[src/sv/cna_pkg.sv]
// shared types, constants and helper functions for the complex arithmetic unit
// no dependencies
`default_nettype none

package cna_pkg;

    localparam logic [3:0] OP_ADD    = 4'd0;
    localparam logic [3:0] OP_SUB    = 4'd1;
    localparam logic [3:0] OP_MUL    = 4'd2;
    localparam logic [3:0] OP_DIV    = 4'd3;
    localparam logic [3:0] OP_CONJ   = 4'd4;
    localparam logic [3:0] OP_TOPOL  = 4'd5;
    localparam logic [3:0] OP_TORECT = 4'd6;
    localparam logic [3:0] OP_PMUL   = 4'd7;
    localparam logic [3:0] OP_PDIV   = 4'd8;
    localparam logic [3:0] OP_PCONJ  = 4'd9;

    localparam logic [1:0] ST_OK      = 2'd0;
    localparam logic [1:0] ST_OVF     = 2'd1;
    localparam logic [1:0] ST_DIVZERO = 2'd2;
    localparam logic [1:0] ST_RSVD    = 2'd3;

    // how the last stage forms the result
    localparam logic [2:0] KIND_DIRECT = 3'd0;
    localparam logic [2:0] KIND_DIV2   = 3'd1;
    localparam logic [2:0] KIND_DIV1   = 3'd2;
    localparam logic [2:0] KIND_POLAR  = 3'd3;
    localparam logic [2:0] KIND_RECT   = 3'd4;

    localparam int QW    = 33;        // quotient bits, one per cell
    localparam int NCELL = QW;
    localparam int DW    = 64;        // divisor and remainder width
    localparam int FMAX  = 24;
    localparam int NW    = DW + FMAX; // scaled numerator width
    localparam int XW    = 44;        // cordic x and y
    localparam int ZW    = 33;        // cordic angle
    localparam int GUARD_SHIFT = 8;
    localparam int GHW   = XW - 16 + 32;
    localparam int GLW   = 48;
    localparam int SMW   = 40;

    localparam logic [31:0] GAIN_INV     = 32'd2608131496;
    localparam logic [31:0] TURN_QUARTER = 32'h4000_0000;
    localparam logic [31:0] TURN_HALF    = 32'h8000_0000;
    localparam logic [31:0] S32_MAX      = 32'h7FFF_FFFF;
    localparam logic [31:0] S32_MIN      = 32'h8000_0000;

    typedef struct packed {
        logic                 ovf;
        logic [31:0]          val;
    } t_sat;

    typedef struct packed {
        logic                 valid;
        logic [3:0]           op;
        logic [2:0]           kind;
        logic [31:0]          r0;
        logic [31:0]          r1;
        logic [1:0]           st;
        logic                 rot;
        logic                 zero;
        logic signed [XW-1:0] x;
        logic signed [XW-1:0] y;
        logic signed [ZW-1:0] z;
        logic [DW-1:0]        d;
        logic [DW-1:0]        rem0;
        logic [DW-1:0]        rem1;
        logic [QW-1:0]        qn0;
        logic [QW-1:0]        qn1;
        logic                 neg0;
        logic                 neg1;
        logic                 ovf0;
        logic                 ovf1;
    } t_cell;

    function automatic logic [31:0] atan_turn(input int unsigned idx);
        logic [31:0] a;
        unique case (idx)
            0:  a = 32'h2000_0000;
            1:  a = 32'h12E4_051E;
            2:  a = 32'h09FB_385B;
            3:  a = 32'h0511_11D4;
            4:  a = 32'h028B_0D43;
            5:  a = 32'h0145_D7E1;
            6:  a = 32'h00A2_F61E;
            7:  a = 32'h0051_7C55;
            8:  a = 32'h0028_BE53;
            9:  a = 32'h0014_5F2F;
            10: a = 32'h000A_2F98;
            11: a = 32'h0005_17CC;
            12: a = 32'h0002_8BE6;
            13: a = 32'h0001_45F3;
            14: a = 32'h0000_A2FA;
            15: a = 32'h0000_517D;
            16: a = 32'h0000_28BE;
            17: a = 32'h0000_145F;
            18: a = 32'h0000_0A30;
            19: a = 32'h0000_0518;
            20: a = 32'h0000_028C;
            21: a = 32'h0000_0146;
            22: a = 32'h0000_00A3;
            23: a = 32'h0000_0051;
            24: a = 32'h0000_0029;
            25: a = 32'h0000_0014;
            26: a = 32'h0000_000A;
            27: a = 32'h0000_0005;
            28: a = 32'h0000_0003;
            29: a = 32'h0000_0001;
            30: a = 32'h0000_0001;
            default: a = 32'h0000_0000;
        endcase
        return a;
    endfunction

    function automatic t_sat sat_wide(input logic signed [64:0] v);
        t_sat r;
        r.ovf = 1'b0;
        r.val = v[31:0];
        if (v > 65'sd2147483647) begin
            r.ovf = 1'b1;
            r.val = S32_MAX;
        end else if (v < -65'sd2147483648) begin
            r.ovf = 1'b1;
            r.val = S32_MIN;
        end
        return r;
    endfunction

    // sign and magnitude to a saturated 32-bit value
    function automatic t_sat sat_mag(input logic neg, input logic [SMW-1:0] m);
        t_sat r;
        r.ovf = 1'b0;
        if (!neg) begin
            r.val = m[31:0];
            if (m > SMW'(32'h7FFF_FFFF)) begin
                r.ovf = 1'b1;
                r.val = S32_MAX;
            end
        end else begin
            r.val = 32'd0 - m[31:0];
            if (m > SMW'(33'h0_8000_0000)) begin
                r.ovf = 1'b1;
                r.val = S32_MIN;
            end
        end
        return r;
    endfunction

    function automatic logic [31:0] toward(input logic [31:0] a);
        logic [31:0] r;
        if (a == 32'd0) begin
            r = 32'd0;
        end else if (a[31]) begin
            r = S32_MIN;
        end else begin
            r = S32_MAX;
        end
        return r;
    endfunction

endpackage

`default_nettype wire

[src/sv/cna_post.sv]
// output stages: cordic gain correction, quotient saturation, result select and output register
// depends on cna_pkg
`default_nettype none

module cna_post import cna_pkg::*; (
    input  wire logic        i_clk,
    input  wire logic        i_rst_n,
    input  wire logic        i_en,
    input  t_cell            i_cell,
    output logic             o_valid,
    output logic [31:0]      o_result_first,
    output logic [31:0]      o_result_second,
    output logic [1:0]       o_status,
    output logic [3:0]       o_op
);

    logic [XW-1:0]  w_mx, w_my;

    logic           r_p_valid;
    t_cell          r_c;
    logic [GHW-1:0] r_hx, r_hy;
    logic [GLW-1:0] r_lx, r_ly;

    logic [GHW:0]   w_gx, w_gy;
    t_sat           w_sx, w_sy, w_q0, w_q1;
    logic [31:0]    n_r0, n_r1;
    logic [1:0]     n_st;

    always_comb begin
        w_mx = i_cell.x[XW-1] ? (XW'(0) - i_cell.x) : i_cell.x;
        w_my = i_cell.y[XW-1] ? (XW'(0) - i_cell.y) : i_cell.y;
    end

    always_ff @(posedge i_clk) begin
        if (!i_rst_n) begin
            r_p_valid <= 1'b0;
        end else if (i_en) begin
            r_p_valid <= i_cell.valid;
        end
    end

    always_ff @(posedge i_clk) begin
        if (i_en) begin
            r_c  <= i_cell;
            r_hx <= w_mx[XW-1:16] * GAIN_INV;
            r_lx <= w_mx[15:0] * GAIN_INV;
            r_hy <= w_my[XW-1:16] * GAIN_INV;
            r_ly <= w_my[15:0] * GAIN_INV;
        end
    end

    always_comb begin
        w_gx = {1'b0, r_hx} + {{(GHW+1-(GLW-16)){1'b0}}, r_lx[GLW-1:16]};
        w_gy = {1'b0, r_hy} + {{(GHW+1-(GLW-16)){1'b0}}, r_ly[GLW-1:16]};
        w_sx = sat_mag(r_c.x[XW-1], SMW'(w_gx[GHW:16+GUARD_SHIFT]));
        w_sy = sat_mag(r_c.y[XW-1], SMW'(w_gy[GHW:16+GUARD_SHIFT]));
        w_q0 = sat_mag(r_c.neg0, r_c.ovf0 ? {SMW{1'b1}} : SMW'(r_c.qn0));
        w_q1 = sat_mag(r_c.neg1, r_c.ovf1 ? {SMW{1'b1}} : SMW'(r_c.qn1));

        n_r0 = 32'd0;
        n_r1 = 32'd0;
        n_st = ST_OK;
        unique case (r_c.kind)
            KIND_DIRECT: begin
                n_r0 = r_c.r0;
                n_r1 = r_c.r1;
                n_st = r_c.st;
            end
            KIND_DIV2: begin
                n_r0 = w_q0.val;
                n_r1 = w_q1.val;
                n_st = (w_q0.ovf || w_q1.ovf) ? ST_OVF : ST_OK;
            end
            KIND_DIV1: begin
                n_r0 = w_q0.val;
                n_r1 = r_c.r1;
                n_st = w_q0.ovf ? ST_OVF : ST_OK;
            end
            KIND_POLAR: begin
                n_r0 = w_sx.val;
                n_r1 = r_c.zero ? 32'd0 : r_c.z[31:0];
                n_st = w_sx.ovf ? ST_OVF : ST_OK;
            end
            KIND_RECT: begin
                n_r0 = w_sx.val;
                n_r1 = w_sy.val;
                n_st = (w_sx.ovf || w_sy.ovf) ? ST_OVF : ST_OK;
            end
            default: begin
                n_r0 = 32'd0;
                n_r1 = 32'd0;
                n_st = ST_OK;
            end
        endcase
    end

    always_ff @(posedge i_clk) begin
        if (!i_rst_n) begin
            o_valid <= 1'b0;
        end else if (i_en) begin
            o_valid <= r_p_valid;
        end
    end

    always_ff @(posedge i_clk) begin
        if (i_en) begin
            o_result_first  <= n_r0;
            o_result_second <= n_r1;
            o_status        <= n_st;
            o_op            <= r_c.op;
        end
    end

endmodule

`default_nettype wire

[config.mk]
export PLATFORM = sky130hd
export DESIGN_NAME = cna_post
export DESIGN_NICKNAME = d
export VERILOG_FILES = /design/src/sv/cna_pkg.sv /design/src/sv/cna_post.sv
export SDC_FILE = /design/constraint.sdc
export NUM_CORES = 2
export LEC_CHECK = 0
export BUFFER_PORTS_ARGS = -buffer_cell sky130_fd_sc_hd__buf_2
export CORE_ASPECT_RATIO = 1.75
export CORE_MARGIN = 10
export CORE_UTILIZATION = 45
export CTS_CLUSTER_SIZE = 28
export DETAILED_ROUTE_END_ITERATION = 8
export SLEW_MARGIN = 20
export SYNTH_ARGS = -nofsm -noshare
export SYNTH_HDL_FRONTEND = slang
export SYNTH_SLANG_ARGS = --single-unit
[constraint.sdc]
create_clock -name i_clk -period 27.2 [get_ports i_clk]
set_clock_uncertainty 0.2 [all_clocks]
set_input_delay 0 -clock i_clk [delete_from_list [all_inputs] [get_ports i_clk]]
set_output_delay 0 -clock i_clk [all_outputs]
set_load 0.01 [all_outputs]
== Yosys cells after proc, flatten, opt, wreduce, memory -nomap -nowiden ==
Cells that the tools add are included.

* Register bits: 540
* Input port bits: 462

* Add/sub/neg operators: 8
* Multipliers: 4
* Magnitude comparators: 8
* Equality and inequality tests: 4
* Multiplexer cells: 24
* Reduce and logical (&&, ||, !) cells: 6

{| class="wikitable"
|+ Operator list
! cell !! count
|-
| 2-to-1 mux 33 bit || 12
|-
| one-hot mux 32 bit (4 select lines) || 1
|-
| subtractor 1 x 32 -> 32 bit (first input constant) || 4
|-
| adder 60 x 32 -> 61 bit || 2
|-
| multiplier 28 x 29 -> 57 bit (second input constant) || 2
|-
| one-hot mux 32 bit (3 select lines) || 1
|-
| multiplier 16 x 29 -> 45 bit (second input constant) || 2
|-
| 2-to-1 mux 44 bit || 2
|-
| subtractor 1 x 44 -> 44 bit (first input constant) || 2
|-
| greater-than comparator 40 x 31 -> 1 bit (second input constant) || 2
|-
| greater-than comparator 40 x 32 -> 1 bit (second input constant) || 2
|-
| 2-to-1 mux 40 bit || 2
|-
| greater-than comparator 37 x 31 -> 1 bit (second input constant) || 2
|-
| greater-than comparator 37 x 32 -> 1 bit (second input constant) || 2
|-
| 2-to-1 mux 32 bit || 1
|-
| one-hot mux 2 bit (5 select lines) || 1
|-
| == test 3 x 2 -> 1 bit (second input constant) || 2
|-
| OR reduction 2 bit || 3
|-
| 2-to-1 mux 1 bit || 4
|-
| == test 3 x 1 -> 1 bit (second input constant) || 1
|-
| == test 3 bit (second input constant) || 1
|-
| zero test 3 bit || 1
|-
| logical OR 1 bit || 2
|}

== Logic depth before layout (Yosys ltp) ==
* Depth in word-level cells: 7
* Depth in mapped cells: 37
* Depth with buffers taken out: 37

== Least setup slack after synthesis ==
Ideal clock, no wire load.

* Path type: in2reg
* From: input i_cell[350] (netlist name)
* To: register r_hx[58], data pin
* Arrival time: 9.779 ns
* Required time: 26.742 ns
* Path slack: 16.964 ns
* Cell stages on the path: 34
* Path buffers: 0
* Path through: or4_1 or4_4 or3_4 or4_4 or3_4 or4_4 or4_4 o21ai_0 xor2_1 inv_1 ha_1 fa_1 inv_1 fa_1 inv_1 fa_1 fa_1 fa_1 inv_1 fa_1 inv_1 ha_1 a21oi_1 a211oi_1 a2111oi_0 o21ai_0 a221oi_1 a21oi_1 o211a_1 a41o_1 a21oi_1 o21ai_0 a21oi_1 xnor2_1

* Word-level cells in the longest chain between the ends: 3

{| class="wikitable"
|+ Ends and longest elaborated chain
! element !! RTL line !! source
|-
| start: declaration || cna_post.sv:9 || <nowiki>input t_cell i_cell,</nowiki>
|-
| subtractor 1 x 44 -> 44 bit || cna_post.sv:30 || <nowiki>w_mx = i_cell.x[XW-1] ? (XW'(0) - i_cell.x) : i_cell.x;</nowiki>
|-
| 2-to-1 mux 44 bit || cna_post.sv:30 ||
|-
| multiplier 28 x 29 -> 57 bit || cna_post.sv:45 || <nowiki>r_hx <= w_mx[XW-1:16] * GAIN_INV;</nowiki>
|-
| end signal: assignment || cna_post.sv:45 ||
|-
| end: declaration || cna_post.sv:21 || <nowiki>logic [GHW-1:0] r_hx, r_hy;</nowiki>
|}

No other way between the ends.
A chain may end at the register's enable or synchronous reset.

== Worst setup path after layout ==
* From: input i_cell[355] (netlist name)
* To: register r_hx[58], data pin

* Word-level cells in the longest chain between the ends: 3

{| class="wikitable"
|+ Ends and longest elaborated chain
! element !! RTL line
|-
| subtractor 1 x 44 -> 44 bit || cna_post.sv:30
|-
| 2-to-1 mux 44 bit * || cna_post.sv:30
|-
| multiplier 28 x 29 -> 57 bit * || cna_post.sv:45
|}

Mark *: on every way between the ends. The rest lies on a longest branch, timed or not.

==> results <==
- The run finished with clean final reports.
- Counting instances in the post-synthesis netlist gives the leading cell types as inv_1, fa_1, ha_1.
- In this run the tool buffered the top-level ports with 338 buffer cells.
- CTS built an H-tree with a depth of 2.
- The biggest cell delay along the critical path is 0.60 ns.
- The slowest stage of the critical path belongs to the cell fa_1.
- Of the cells placed in the final design, the portion with a size suffix greater than 1 is 0.0764.
- Headroom to the max-slew limit came out at 0.0343.
- The first-pass GRT wire length is 358000 um.
- The biggest area contributor in the post-synthesis netlist is fa_1.
- The data required time of the worst path is 27.39 ns.
- In the finished design, the share of the clock period the worst path needs comes to 0.418.
- The average instance area after synthesis is 10.2 um2.
- The number of buffers between clock root and the deepest sink is 3.
- The path class of the tightest hold or removal check is in -> reg.
- The internal reg-to-reg setup slack is 20.54 ns.
- The count of distinct cell types in the synthesized netlist is 91.
- The count of final setup violators is 0.
- The number of endpoints with negative hold slack in the final report is 0.
- The number of antenna violations at the first check in global routing is 5.
- The tree is rooted in a clkbuf_16.
- The finished cells cover 78100 um2.
- In the routed layout, each cell is associated on average with a via count of 5.58.
- Gates resized during post-CTS repair numbered 0.
- The fraction of synthesis flops using an asynchronous set or reset pin is 0.
- STA classifies the critical path startpoint as an input port.
- The most common cell in the synthesized netlist is inv_1.
- Global routing finished with a remaining overflow of 0.
- The post-detailed-route wirelength per cell is 25.1 um.
- For this configuration, the core starts out at a cell density of 0.451.
- The area of the placeable core is 151000 um2.
- Setup repair after global routing left no endpoint under its margin.
- The net count of the finished layout is 9864.
- The slew at the pin with the worst max-slew slack is 1.45 ns.
- Synthesis produced 6701 cells.
- The minimum clock period after layout is 11.37 ns.
- The post-synthesis instance area is 68300 um2.
- In this run the worst path has a maximum fanout of 6.
- The total via count after detailed routing is 52800.
- The initialized floorplan defines 189 standard-cell rows.
- The final RePlAce weighted congestion is 1.03.
- The capture point of the worst path is r_hx[58].
- The floorplan step set the die width to 315 um.
- The HPWL after detailed placement is 202000 um.
- The classification of the worst setup path is in -> reg.
- The fraction of the yosys area taken by sequential cells is 0.185.
- The number of clock buffers added by TritonCTS is 47.
- After synthesis, the cell types taking the most area are fa_1, edfxtp_1, ha_1.
- The vertical die dimension is 535 um.
- After routing, the total negative slack on setup checks comes to 0 ns.
- After the first detailed-routing iteration, the DRC count stood at 3748.
- The highest attainable clock frequency is 87.9 MHz.
- The pin count of the biggest net entering global routing is 184.
- The via count of the first global-routing pass was 57700.
- The total number of yosys warnings is 0.
- TritonCTS built the clock tree.
- The worst reg-to-reg path cell count is 14.
- At the end of the flow the core is filled with cells to 0.516.
- The max-slew violation count is 0.
- The total length of routed wires is 238000 um.
- The I/O pin count is 533.
- After clock tree synthesis, the clock-pin slew on the worst setup and hold paths is 0.06 ns.
- The startpoint of the most critical setup path is i_cell[355].
- The die covers 168000 um2.
- Before antenna repair, the detailed router went through 8 iterations.
- After synthesis the netlist holds a flip-flop and latch count of 422.
- The number of enable-type register cells in the synthesized netlist is 420.
- Clock latency on the worst-skew pair, taken at its later pin, is 0.70 ns.
- The critical register-to-register path endpoint is o_result_second[24].
- The dominant register cell in the synthesized netlist is edfxtp_1.
- The launch point of the worst reg-to-reg path is r_hy[22].
- Counting every sink on the clock net gives 422.
- The DRC violations left is 0.
- The remaining antenna violation count is 0.
- For this run, the total global-route usage over all layers was measured as 0.285.
- The share of synthesized area in the top cell type comes to 0.311.
- Compared with the post-synthesis result, the final layout area differs by 14.3%.
- By instance count, the cell type seen most on the critical path is fa_1.
- The data arrival time of the critical path is 11.56 ns.
- After detailed placement, the total cell area comes to 72700 um2.
- STA classifies the critical path endpoint as a register.
- Max-cap violations in this run came to 0.
[final cells by class]
cell class	instances	area (um2)
fillers	13800	73300
multi-input cells	4621	49500
flip-flops and latches	422	12700
repair buffers	779	5940
inverters	1541	5780
well taps	2005	2510
clock buffers	54	1200
clock inverters	32	438
diodes	5	12.5
[logic make-up after synthesis]
family,count (synthesis),share of synthesized area
adder cells (fa/ha/maj),1990,0.481
buffers and inverters,1660,0.0912
AND/OR/NAND/NOR,1179,0.0884
AO/OA/AOI/OAI,1078,0.106
flip-flops,422,0.185
XOR/XNOR,353,0.0454
multiplexers,17,0.00258
other,2,0.000110
[state kept, by name (all words and copies together) (netlist names), 4 cells and up]
| name | count |
|---|---|
| r_c | 178 |
| r_hx | 57 |
| r_hy | 57 |
| o_result_first | 32 |
| o_result_second | 32 |
| r_lx | 29 |
| r_ly | 29 |
| o_op | 4 |
[metrics by stage]
step	setup slack, ns	instances	hold WS, ns
4_1_cts	15.80	9454	0.0275
3_3_place_gp	15.32	9002	-0.0216
5_1_grt	15.21	9455	0.0793
3_5_place_dp	15.24	9002	-0.0218
2_1_floorplan	16.96	6703	-0.101
6_report	15.83	9459	0.0665
[how the worst min path moves through the flow]
stage | endpoint | start | cells after the start | slack [ns]
final | r_hx[7] | i_cell[359] | 5 | 0.07
after floorplan | r_c[0] | i_cell[0] | 0 | -0.10
after CTS | r_hx[7] | i_cell[359] | 5 | 0.03
after global routing | r_hx[7] | i_cell[359] | 5 | 0.08
after detailed placement | r_c[58] | i_cell[58] | 1 | -0.02
after global placement | r_c[54] | i_cell[54] | 1 | -0.02
[critical path: cells and delay by family]
family	cells	cell delay (ns)
compound gates	12	2.83
xor+xnor	2	0.57
buf+inv	7	1.26
simple gates	6	2.70
fa+ha+maj	8	4.17
[cell usage in the layout (no fill, tap or decap), types with 43 or more instances in the layout]
cell	n
edfxtp_1	420
nand2b_1	49
nor2_1	259
buf_2	337
nor2b_1	55
nand3_1	108
inv_1	1540
clkbuf_16	47
a21o_1	110
dlygate4sd3_1	366
buf_4	74
or3_1	43
nand4_1	59
ha_1	928
o21ai_0	219
nor3_1	113
fa_1	1062
nand2_1	238
a21oi_1	257
xnor2_1	231
xor2_1	113
o31ai_1	47
nor4_1	49
[routing by layer]
layer  share of wire  track usage
met2            0.54        0.532
met1            0.32        0.273
met4           0.099        0.230
met3           0.049       0.0411
met5        0.000093            0
[what timing repair did]
item	CTS	global route
endpoints found under the hold margin	297	0
hold buffers	366	0
buffers inserted	0	0
Power is left out: the tool's default activity adds up to more than one toggle a clock period on the data nets, which glitch-free logic cannot reach.
