### config.mk
export PLATFORM = sky130hd
export DESIGN_NAME = cna_cell
export DESIGN_NICKNAME = d
export VERILOG_FILES = /design/src/sv/cna_pkg.sv /design/src/sv/cna_cell.sv
export SDC_FILE = /design/constraint.sdc
export NUM_CORES = 1
export LEC_CHECK = 0
export ABC_AREA = 1
export BUFFER_PORTS_ARGS = -buffer_cell sky130_fd_sc_hd__buf_2
export CORE_AREA = 2 2 363 365
export DETAILED_ROUTE_END_ITERATION = 10
export DIE_AREA = 0 0 365 367
export HOLD_SLACK_MARGIN = 0.03
export PLACE_DENSITY = 0.47
export SYNTH_ARGS = -nofsm -noshare
export SYNTH_HDL_FRONTEND = slang
export SYNTH_SLANG_ARGS = --single-unit
### constraint.sdc
create_clock -name i_clk -period 6.35 [get_ports i_clk]
set_clock_uncertainty 0.2 [all_clocks]
set_input_delay 1.27 -clock i_clk [delete_from_list [all_inputs] [get_ports i_clk]]
set_output_delay 1.27 -clock i_clk [all_outputs]
set_load 0.05 [all_outputs]
### src/sv/cna_pkg.sv
// shared types, constants and helper functions for the complex arithmetic unit
// no dependencies
`default_nettype none

package cna_pkg;

    localparam logic [3:0] OP_ADD    = 4'd0;
    localparam logic [3:0] OP_SUB    = 4'd1;
    localparam logic [3:0] OP_MUL    = 4'd2;
    localparam logic [3:0] OP_DIV    = 4'd3;
    localparam logic [3:0] OP_CONJ   = 4'd4;
    localparam logic [3:0] OP_TOPOL  = 4'd5;
    localparam logic [3:0] OP_TORECT = 4'd6;
    localparam logic [3:0] OP_PMUL   = 4'd7;
    localparam logic [3:0] OP_PDIV   = 4'd8;
    localparam logic [3:0] OP_PCONJ  = 4'd9;

    localparam logic [1:0] ST_OK      = 2'd0;
    localparam logic [1:0] ST_OVF     = 2'd1;
    localparam logic [1:0] ST_DIVZERO = 2'd2;
    localparam logic [1:0] ST_RSVD    = 2'd3;

    // how the last stage forms the result
    localparam logic [2:0] KIND_DIRECT = 3'd0;
    localparam logic [2:0] KIND_DIV2   = 3'd1;
    localparam logic [2:0] KIND_DIV1   = 3'd2;
    localparam logic [2:0] KIND_POLAR  = 3'd3;
    localparam logic [2:0] KIND_RECT   = 3'd4;

    localparam int QW    = 33;        // quotient bits, one per cell
    localparam int NCELL = QW;
    localparam int DW    = 64;        // divisor and remainder width
    localparam int FMAX  = 24;
    localparam int NW    = DW + FMAX; // scaled numerator width
    localparam int XW    = 44;        // cordic x and y
    localparam int ZW    = 33;        // cordic angle
    localparam int GUARD_SHIFT = 8;
    localparam int GHW   = XW - 16 + 32;
    localparam int GLW   = 48;
    localparam int SMW   = 40;

    localparam logic [31:0] GAIN_INV     = 32'd2608131496;
    localparam logic [31:0] TURN_QUARTER = 32'h4000_0000;
    localparam logic [31:0] TURN_HALF    = 32'h8000_0000;
    localparam logic [31:0] S32_MAX      = 32'h7FFF_FFFF;
    localparam logic [31:0] S32_MIN      = 32'h8000_0000;

    typedef struct packed {
        logic                 ovf;
        logic [31:0]          val;
    } t_sat;

    typedef struct packed {
        logic                 valid;
        logic [3:0]           op;
        logic [2:0]           kind;
        logic [31:0]          r0;
        logic [31:0]          r1;
        logic [1:0]           st;
        logic                 rot;
        logic                 zero;
        logic signed [XW-1:0] x;
        logic signed [XW-1:0] y;
        logic signed [ZW-1:0] z;
        logic [DW-1:0]        d;
        logic [DW-1:0]        rem0;
        logic [DW-1:0]        rem1;
        logic [QW-1:0]        qn0;
        logic [QW-1:0]        qn1;
        logic                 neg0;
        logic                 neg1;
        logic                 ovf0;
        logic                 ovf1;
    } t_cell;

    function automatic logic [31:0] atan_turn(input int unsigned idx);
        logic [31:0] a;
        unique case (idx)
            0:  a = 32'h2000_0000;
            1:  a = 32'h12E4_051E;
            2:  a = 32'h09FB_385B;
            3:  a = 32'h0511_11D4;
            4:  a = 32'h028B_0D43;
            5:  a = 32'h0145_D7E1;
            6:  a = 32'h00A2_F61E;
            7:  a = 32'h0051_7C55;
            8:  a = 32'h0028_BE53;
            9:  a = 32'h0014_5F2F;
            10: a = 32'h000A_2F98;
            11: a = 32'h0005_17CC;
            12: a = 32'h0002_8BE6;
            13: a = 32'h0001_45F3;
            14: a = 32'h0000_A2FA;
            15: a = 32'h0000_517D;
            16: a = 32'h0000_28BE;
            17: a = 32'h0000_145F;
            18: a = 32'h0000_0A30;
            19: a = 32'h0000_0518;
            20: a = 32'h0000_028C;
            21: a = 32'h0000_0146;
            22: a = 32'h0000_00A3;
            23: a = 32'h0000_0051;
            24: a = 32'h0000_0029;
            25: a = 32'h0000_0014;
            26: a = 32'h0000_000A;
            27: a = 32'h0000_0005;
            28: a = 32'h0000_0003;
            29: a = 32'h0000_0001;
            30: a = 32'h0000_0001;
            default: a = 32'h0000_0000;
        endcase
        return a;
    endfunction

    function automatic t_sat sat_wide(input logic signed [64:0] v);
        t_sat r;
        r.ovf = 1'b0;
        r.val = v[31:0];
        if (v > 65'sd2147483647) begin
            r.ovf = 1'b1;
            r.val = S32_MAX;
        end else if (v < -65'sd2147483648) begin
            r.ovf = 1'b1;
            r.val = S32_MIN;
        end
        return r;
    endfunction

    // sign and magnitude to a saturated 32-bit value
    function automatic t_sat sat_mag(input logic neg, input logic [SMW-1:0] m);
        t_sat r;
        r.ovf = 1'b0;
        if (!neg) begin
            r.val = m[31:0];
            if (m > SMW'(32'h7FFF_FFFF)) begin
                r.ovf = 1'b1;
                r.val = S32_MAX;
            end
        end else begin
            r.val = 32'd0 - m[31:0];
            if (m > SMW'(33'h0_8000_0000)) begin
                r.ovf = 1'b1;
                r.val = S32_MIN;
            end
        end
        return r;
    endfunction

    function automatic logic [31:0] toward(input logic [31:0] a);
        logic [31:0] r;
        if (a == 32'd0) begin
            r = 32'd0;
        end else if (a[31]) begin
            r = S32_MIN;
        end else begin
            r = S32_MAX;
        end
        return r;
    endfunction

endpackage

`default_nettype wire

### src/sv/cna_cell.sv
// one chain cell: a cordic micro-rotation while IDX is below ITERS, and one quotient bit for both divider lanes
// depends on cna_pkg
`default_nettype none

module cna_cell import cna_pkg::*; #(
    parameter int IDX   = 0,
    parameter int ITERS = 24
) (
    input  wire logic i_clk,
    input  wire logic i_rst_n,
    input  wire logic i_en,
    input  t_cell     i_cell,
    output t_cell     o_cell
);

    logic  r_valid;
    t_cell r_cell;
    t_cell n_cell;

    logic signed [XW-1:0] w_x, w_y, w_dx, w_dy;
    logic signed [ZW-1:0] w_z, w_a;
    logic                 w_pos;
    logic [DW:0]          w_t0, w_t1, w_s0, w_s1;
    logic                 w_ge0, w_ge1;

    always_comb begin
        n_cell = i_cell;
        w_x    = i_cell.x;
        w_y    = i_cell.y;
        w_z    = i_cell.z;
        w_dx   = w_x >>> IDX;
        w_dy   = w_y >>> IDX;
        w_a    = {1'b0, atan_turn(IDX)};
        // rotate toward zero angle, or toward the x axis when vectoring
        w_pos  = i_cell.rot ? ~w_z[ZW-1] : w_y[XW-1];
        if (IDX < ITERS) begin
            if (w_pos) begin
                n_cell.x = w_x - w_dy;
                n_cell.y = w_y + w_dx;
                n_cell.z = w_z - w_a;
            end else begin
                n_cell.x = w_x + w_dy;
                n_cell.y = w_y - w_dx;
                n_cell.z = w_z + w_a;
            end
        end

        w_t0  = {i_cell.rem0, i_cell.qn0[QW-1]};
        w_t1  = {i_cell.rem1, i_cell.qn1[QW-1]};
        w_s0  = w_t0 - {1'b0, i_cell.d};
        w_s1  = w_t1 - {1'b0, i_cell.d};
        w_ge0 = w_t0 >= {1'b0, i_cell.d};
        w_ge1 = w_t1 >= {1'b0, i_cell.d};
        n_cell.rem0 = w_ge0 ? w_s0[DW-1:0] : w_t0[DW-1:0];
        n_cell.rem1 = w_ge1 ? w_s1[DW-1:0] : w_t1[DW-1:0];
        n_cell.qn0  = {i_cell.qn0[QW-2:0], w_ge0};
        n_cell.qn1  = {i_cell.qn1[QW-2:0], w_ge1};
    end

    always_ff @(posedge i_clk) begin
        if (!i_rst_n) begin
            r_valid <= 1'b0;
        end else if (i_en) begin
            r_valid <= i_cell.valid;
        end
    end

    always_ff @(posedge i_clk) begin
        if (i_en) begin
            r_cell <= n_cell;
        end
    end

    always_comb begin
        o_cell       = r_cell;
        o_cell.valid = r_valid;
    end

endmodule

`default_nettype wire

-- Yosys cells after proc, flatten, opt, wreduce, memory -nomap -nowiden
Cells that the tools add are included.
- word-level logic and storage cells: 34
- output and inout port bits: 459
- register bits after elaboration: 459
- $lt $le $gt $ge: 2
- multiplexer cells: 4
- add/sub/neg operators: 7
- bitwise logic cells: 1
- operators with widths (cell ; count):
    $ge A65 B64 Y1 ; 2
    $mux W64 ; 2
    $sub A64 B64 Y64 ; 2
    $mux W121 ; 1
    $sub A44 B44 Y44 ; 2
    $add A44 B44 Y44 ; 1
    $add A33 B31 Y33 const B ; 1
    $sub A33 B31 Y33 const B ; 1
    $mux W1 ; 1
    $not A1 Y1 ; 1

-- Longest topological paths before layout
Gate-level depths: netlist of run 1.
- word-level depth: 3
- mapped depth: 18

-- Least setup slack after synthesis of run 1
OpenSTA, ideal clock, no wires.
- path kind: input port to flip-flop
- from: input i_cell[339] in the netlist's numbering
- to: register r_cell (netlist bit o_cell[363]) (data pin)
- stages on the path: 13
- arrival time: 2974 ps
- slack: 2922 ps
- required time: 5896 ps
- path buffers: 0
- cells stage by stage: inv_1 -> ha_1 -> fa_1 -> o21ai_0 -> nand2_1 -> nand2_1 -> inv_1 -> o21bai_1 -> nand2_1 -> nand2_1 -> nand2_1 -> nand3_1 -> nand2_1
- RTL lines (element ; RTL line ; RTL):
    start: declaration ; cna_cell.sv:12 ; input t_cell i_cell,
    end signal: assignment ; cna_cell.sv:70 ; r_cell <= n_cell;
    end: declaration ; cna_cell.sv:17 ; t_cell r_cell;

==> results of run 1 <==
-- per-layer routing --
metal	track usage	up-vias	wire length (um)
li1	-	19500	-
met1	0.352	19100	80500
met2	0.470	1485	91300
met3	0.0371	302	12100
met4	0.122	16	9530
met5	0	-	102
-- per-stage QoR --
stage | total power [mW] | cells | area (um^2)
floorplan | 6.85 | 5657 | 38000
global placement | 8.48 | 8251 | 44500
detailed placement | 8.47 | 8251 | 44500
CTS | 12.1 | 8359 | 46500
global route | 12.5 | 8365 | 46500
finish | 12.0 | 8371 | 46500
-- cells in the final DEF, fill, tap and decap left out, types with 13 or more instances in the layout --
master and instances:
a21oi_1 260, buf_2 919, clkbuf_16 58, edfxtp_1 457, ha_1 259, inv_1 1055
inv_2 13, nand2_1 2122, nand2_2 17, nand3_1 474, nand3b_1 42, nand4_1 32
nor2_1 454, nor2_2 17, nor3_1 30, o21ai_0 142, o21bai_1 23, xor2_1 95
-- state kept, by name, indices dropped and copies added, names as in the netlist --
signal   count
o_cell     457
r_valid      1
-- cells by family after synthesis --
| group | after synthesis | share of synthesized area |
|---|---|---|
| muxes | 2 | 0.000526 |
| xor gates and xnor gates | 97 | 0.0223 |
| and+or+nand+nor | 3228 | 0.348 |
| DFF | 458 | 0.361 |
| adders and majority gates | 265 | 0.0884 |
| AOI/OAI and AO/OA | 442 | 0.0606 |
| buffers and inverters | 1165 | 0.119 |
-- path summary, 6_finish.rpt --
| check | from | endpoint | slack (ps) |
|---|---|---|---|
| worst max register to register | r_valid | r_valid | 5520 |
| worst min-delay path | r_valid | r_valid | 330 |
| worst max-delay path | i_cell[131] | o_cell[113] | 2250 |
| worst min register to register | r_valid | r_valid | 330 |
-- cell usage after synthesis (9+ instances only) --
library cell | number | share of area
a21oi_1 | 261 | 0.034
nor2_2 | 17 | 0.0028
nor2_1 | 454 | 0.045
ha_1 | 259 | 0.085
nor3_1 | 30 | 0.0039
nand3_1 | 474 | 0.062
nand3b_1 | 42 | 0.0083
nand4_1 | 32 | 0.0053
nand2_1 | 2122 | 0.21
xor2_1 | 95 | 0.022
buf_2 | 41 | 0.0054
nor4_1 | 9 | 0.0015
edfxtp_1 | 457 | 0.36
clkbuf_1 | 39 | 0.0038
o21bai_1 | 23 | 0.0045
nand2_2 | 17 | 0.0028
inv_1 | 1056 | 0.10
o21ai_0 | 142 | 0.019
inv_2 | 12 | 0.0012
-- report_power, final --
group | internal (mW) | leakage, nW | switching [mW]
combinational | 1.06 | 19.6 | 3.47
sequential | 3.77 | 4.48 | 0.147
clock | 2.07 | 0.952 | 1.47
total | 6.89 | 25.1 | 5.10
-- final cells by class --
| class | count | share of cell area |
|---|---|---|
| inverter | 1070 | 0.0863 |
| sequential | 458 | 0.295 |
| multi-input combinational | 4034 | 0.425 |
| tap | 1755 | 0.0472 |
| antenna | 12 | 0.000645 |
| timing repair buffer | 934 | 0.102 |
| clock inverter | 38 | 0.0105 |
| clock buffer | 70 | 0.0324 |
-- critical path, delay by kind of cell --
kind          cells  cell delay [ps]
fa+ha+maj         1              750
buf+inv           1              180
simple gates     10             2150
==> metrics.yaml, run 1 <==
gp_congestion: 1.04
end_kind: "flop"
antenna_found_initial: 30
async_reset_ff_frac: 0
vias_per_cell: 4.83
pwr_density_cell_nw_per_um2: 258
hold_viol: 0
yosys_warnings: 0
whs_ps: 332
min_path_type: "reg2reg"
cpPeakStageDelay_ps: 750
ff_latch_area_um2: 13700
required_ps: 6670
syn2layout_area_growth_pct: 22.4
arrival_ps: 4420
final_core_util: 0.357
cts_max_level: 2
ios: 921
rows: 133
start_util: 0.292
portBuffers: 920
place_ws_ps: 1600
wirelength_um: 193000
grt_pass1_vias: 39100
dr_total_vias: 40400
multi_input_area_um2: 19800
die-area_um2: 134000
crit_chain: "buf_2 > ha_1 > nand2_1 > nor2_1 > nand3_1 > nor2_1 > nand2_1 > nand2_1 > nor2_4 > nand2_4 > nand3_1 > nand2_1"
max_clock_freq_ghz: 0.244
hold_buffers: 0
synth_cell_types: 44
drc_errors: 0
min_period_ps: 4100
cts_tree: "yes"
chipWidth_um: 365
synth_edf_count: 457
vdd_ir_drop_max_mv: 0.221
synth_area_um2: 38000
clk_latency_ps: 650
max-slew-margin-rel: 0.378
drv_slew: 0
yosys_most_used_dff: "edfxtp_1"
wire_per_inst_um: 23.1
grt_usage: 0.278
rsz0062_at_grt: "no"
fin_setup_tns_ps: 0
crit_path_start_kind: "input pin"
cap_violations: 0
cts.sinks: 458
worst_slack_ps: 2250
dpl.hpwl_um: 166000
slowest_stage: "ha_1"
clock_path_buffers: 3
hold_path_depth: 2
clkSlewWorstSetupHoldPaths_ps: 60
grt_max_degree: 119
drive_above_1_share: 0.165
syn_avg_cell_area_um2: 6.72
cts_inserted_buffers: 57
cts-resized-gates: 0
path_max_fanout: 67
status: "completed"
cts_root_buf: "clkbuf_16"
grt_pass1_wl_um: 270000
rr_worst_depth: 2
postCtsSetupBuffers: 0
die_h_um: 367
core_area_um2: 130000
drtIter0Drc: 3636
nFillCells: 14500
ys_seq_area_frac: 0.361
fin_crit_sh: 0.646
crit_type: "in2reg"
nNetsFinal: 7282
cpMostUsedCell: "nand2_1"
synth-seq-cells: 458
dr.pass1.iters: 6
tightest_slew_ps: 932
grt.overflow.total: 0
syn-num-nets: 6384
syn-instance-count: 5657
finalSetupViolations: 0
p_leak_nw: 25.1
ant_nets: 0
Note: power is estimated with default switching activity, not from simulation.
==> run 2, diff against run 1 <==
==> config.mk (replaced) <==
export PLATFORM = sky130hd
export DESIGN_NAME = cna_cell
export DESIGN_NICKNAME = d
export VERILOG_FILES = /design/src/sv/cna_pkg.sv /design/src/sv/cna_cell.sv
export SDC_FILE = /design/constraint.sdc
export NUM_CORES = 1
export LEC_CHECK = 0
export ABC_AREA = 0
export BUFFER_PORTS_ARGS = -buffer_cell sky130_fd_sc_hd__buf_2
export CORE_AREA = 2 2 357 359
export DETAILED_ROUTE_END_ITERATION = 10
export DIE_AREA = 0 0 359 361
export HOLD_SLACK_MARGIN = 0.03
export PLACE_DENSITY = 0.44
export SYNTH_ARGS = -nofsm -noshare
export SYNTH_HDL_FRONTEND = slang
export SYNTH_SLANG_ARGS = --single-unit
==> constraint.sdc (replaced) <==
create_clock -name i_clk -period 3.6 [get_ports i_clk]
set_clock_uncertainty 0.2 [all_clocks]
set_input_delay 0.72 -clock i_clk [delete_from_list [all_inputs] [get_ports i_clk]]
set_output_delay 0.72 -clock i_clk [all_outputs]
set_load 0.05 [all_outputs]
==> metrics.yaml, run 2 <==
async_reset_ff_frac: 0  # unchanged
pwr_density_cell_nw_per_um2: 435  # was 258 nW/um^2
grt_pass1_wl_um: 213000  # was 270000 um
antenna_found_initial: 45  # was 30
stdcell_count: 6974  # was 8371
total_power_mw: 22.0  # was 12.0 mW
rows: 130  # was 133
synth.area.top_cells: "edfxtp_1 (44%), ha_1 (10%), a21oi_1 (5.6%)"  # was edfxtp_1 (36%), nand2_1 (21%), inv_1 (10%)
die-area_um2: 130000  # was 134000 um^2
layout_common_cells: "buf_4 (1011), buf_2 (913), edfxtp_1 (457)"  # was nand2_1 (2122), inv_1 (1055), buf_2 (919)
end_kind: "flop"  # unchanged
drc_errors: 0  # unchanged
drive_above_1_share: 0.431  # was 0.165
grt_pass1_vias: 32900  # was 39.1k
grt_usage: 0.220  # was 0.278
yosysMostFrequentCell: "edfxtp_1"  # was nand2_1
tightest_slew_ps: 763  # was 932 ps
finalSetupViolations: 2  # was 0
cts_inserted_buffers: 59  # was 57
nFillCells: 12700  # was 14.5k
place_area_um2: 45400  # was 44500 um^2
wire_per_inst_um: 21.3  # was 23.1 um
yosysTopAreaCell: "edfxtp_1"  # unchanged
yosys_most_used_dff: "edfxtp_1"  # unchanged
drtIter0Drc: 2067  # was 3636
synth_area_um2: 31300  # was 38000 um^2
syn_avg_cell_area_um2: 9.91  # was 6.72 um^2
dr.pass1.iters: 6  # unchanged
synth_commonest_cells: "edfxtp_1 (457), a21oi_1 (352), ha_1 (259)"  # was nand2_1 (2122), inv_1 (1056), nand3_1 (474)
wirelength_um: 149000  # was 193000 um
portBuffers: 920  # unchanged
synth_edf_count: 457  # unchanged
cts_max_level: 2  # unchanged
core_area_um2: 125000  # was 130000 um^2
syn-instance-count: 3156  # was 5657
clock_path_buffers: 3  # unchanged
chipWidth_um: 359  # was 365 um
largest_register_ffs: 457  # unchanged
stdcell_area_um2: 50600  # was 46500 um^2
synth.top_cell.area_share: 0.439  # was 0.361
ant_nets: 0  # unchanged
die_h_um: 361  # was 367 um
crit_type: "in2reg"  # unchanged
grt.overflow.total: 0  # unchanged
max-slew-margin-rel: 0.491  # was 0.378
min_period_ps: 3680
place_ws_ps: -1130  # was 1600 ps
p_leak_nw: 23.2  # was 25.1 nW
fin_setup_tns_ps: -138  # was 0 ps
cts.sinks: 458  # unchanged
yosys_warnings: 0  # unchanged
ios: 921  # unchanged
placed_cells: 6598  # was 8251
path_max_fanout: 4  # was 67
vdd_ir_drop_max_mv: 0.420  # was 0.221 mV
synth_cell_types: 84  # was 44
gp_congestion: 0.927  # was 1.04
syn-num-nets: 3883  # was 6384
ys_seq_area_frac: 0.439  # was 0.361
nNetsFinal: 5988  # was 7282
syn2layout_area_growth_pct: 61.7  # was 22.4%
drv_slew: 0  # unchanged
crit_path_start_kind: "input pin"  # unchanged
grt_max_degree: 67  # was 119
synth-seq-cells: 458  # unchanged
cts_tree: "yes"  # unchanged
required_ps: 3830  # was 6670 ps
fin_crit_sh: 1.02
violations: "negative setup slack"
clkSlewWorstSetupHoldPaths_ps: 70  # was 60 ps
dpl.hpwl_um: 123000  # was 166000 um
dr_total_vias: 32300  # was 40.4k
whs_ps: 93.8  # was 332 ps
arrival_ps: 3910  # was 4420 ps
min_path_type: "in2reg"  # was reg2reg
start_util: 0.249  # was 0.292
final_core_util: 0.403  # was 0.357
worst_slack_ps: -84.3  # was 2250 ps
max_clock_freq_ghz: 0.271
vias_per_cell: 4.63  # was 4.83
hold_viol: 0  # unchanged
rsz0062_at_grt: "yes"  # was no
status: "finished, violations left"  # was completed
final_common_cell: "buf_4"  # was nand2_1
cts_root_buf: "clkbuf_16"  # unchanged
cap_violations: 0  # unchanged
clk_latency_ps: 660  # was 650 ps
run 2: path summary, 6_finish.rpt:
check / startpoint / to / slack [ps] / cells after the start
max: i_cell[69] / o_cell[188] / -80 / 16
min: i_cell[202] / o_cell[202] / 90 / 1
max reg2reg: r_valid / r_valid / 2800 / 2
min reg2reg: r_valid / r_valid / 330 / 2
run 2: cell families (layout without fill, tap and decap cells):
logic type	Yosys count	after routing	share of synthesized area
simple gates	811	811	0.122
xor+xnor	198	198	0.0554
compound gates	963	963	0.192
flops	458	458	0.439
other cells	0	13	0
buf+inv	376	2531	0.0474
mux	85	85	0.0365
fa+ha+maj	265	265	0.107
run 2: what timing repair did:
item,4_1_cts,5_1_grt
hold buffers,226,0
gates cloned,2,1
gates resized for setup,62,113
hold endpoints to repair,226,0
pin swaps,20,51
buffers inserted,15,13
endpoints found under the setup margin,77,116
run 2: critical path, stage by stage:
cell        delay (ps)
buf_8               70
clkinvlp_4         150
ha_4               230
fa_2               410
nand2b_4           180
a21oi_4            160
o31ai_4            100
a211o_4            390
a2111oi_4          290
buf_4              210
o21ai_4            100
a31oi_4            270
buf_4              160
a21oi_2             50
xnor2_1            140
mux2_4             260
run 2: where the power goes:
group          switching (mW)  total, mW  internal (mW)
logic                    5.84       9.29           3.46
clock network            2.62       5.74           3.12
registers               0.227       6.95           6.72
run 2: layout make-up:
cell class | instances | area, um^2 | share of cell area
well taps | 1650 | 2060 | 0.0408
clock inverters | 47 | 360 | 0.00712
multi-input cells | 2322 | 17000 | 0.337
flip-flops and latches | 458 | 13700 | 0.272
inverters | 241 | 931 | 0.0184
clock buffers | 64 | 1500 | 0.0296
diodes | 13 | 32.5 | 0.000643
repair buffers | 2179 | 14900 | 0.295
run 2: per-layer routing:
metal | vias to the layer above | global-route usage | wire length, um
met2 | 934 | 0.390 | 73700
met5 | - | 0 | 157
li1 | 15900 | - | -
met4 | 26 | 0.0764 | 5350
met1 | 15200 | 0.258 | 59700
met3 | 222 | 0.0534 | 9890
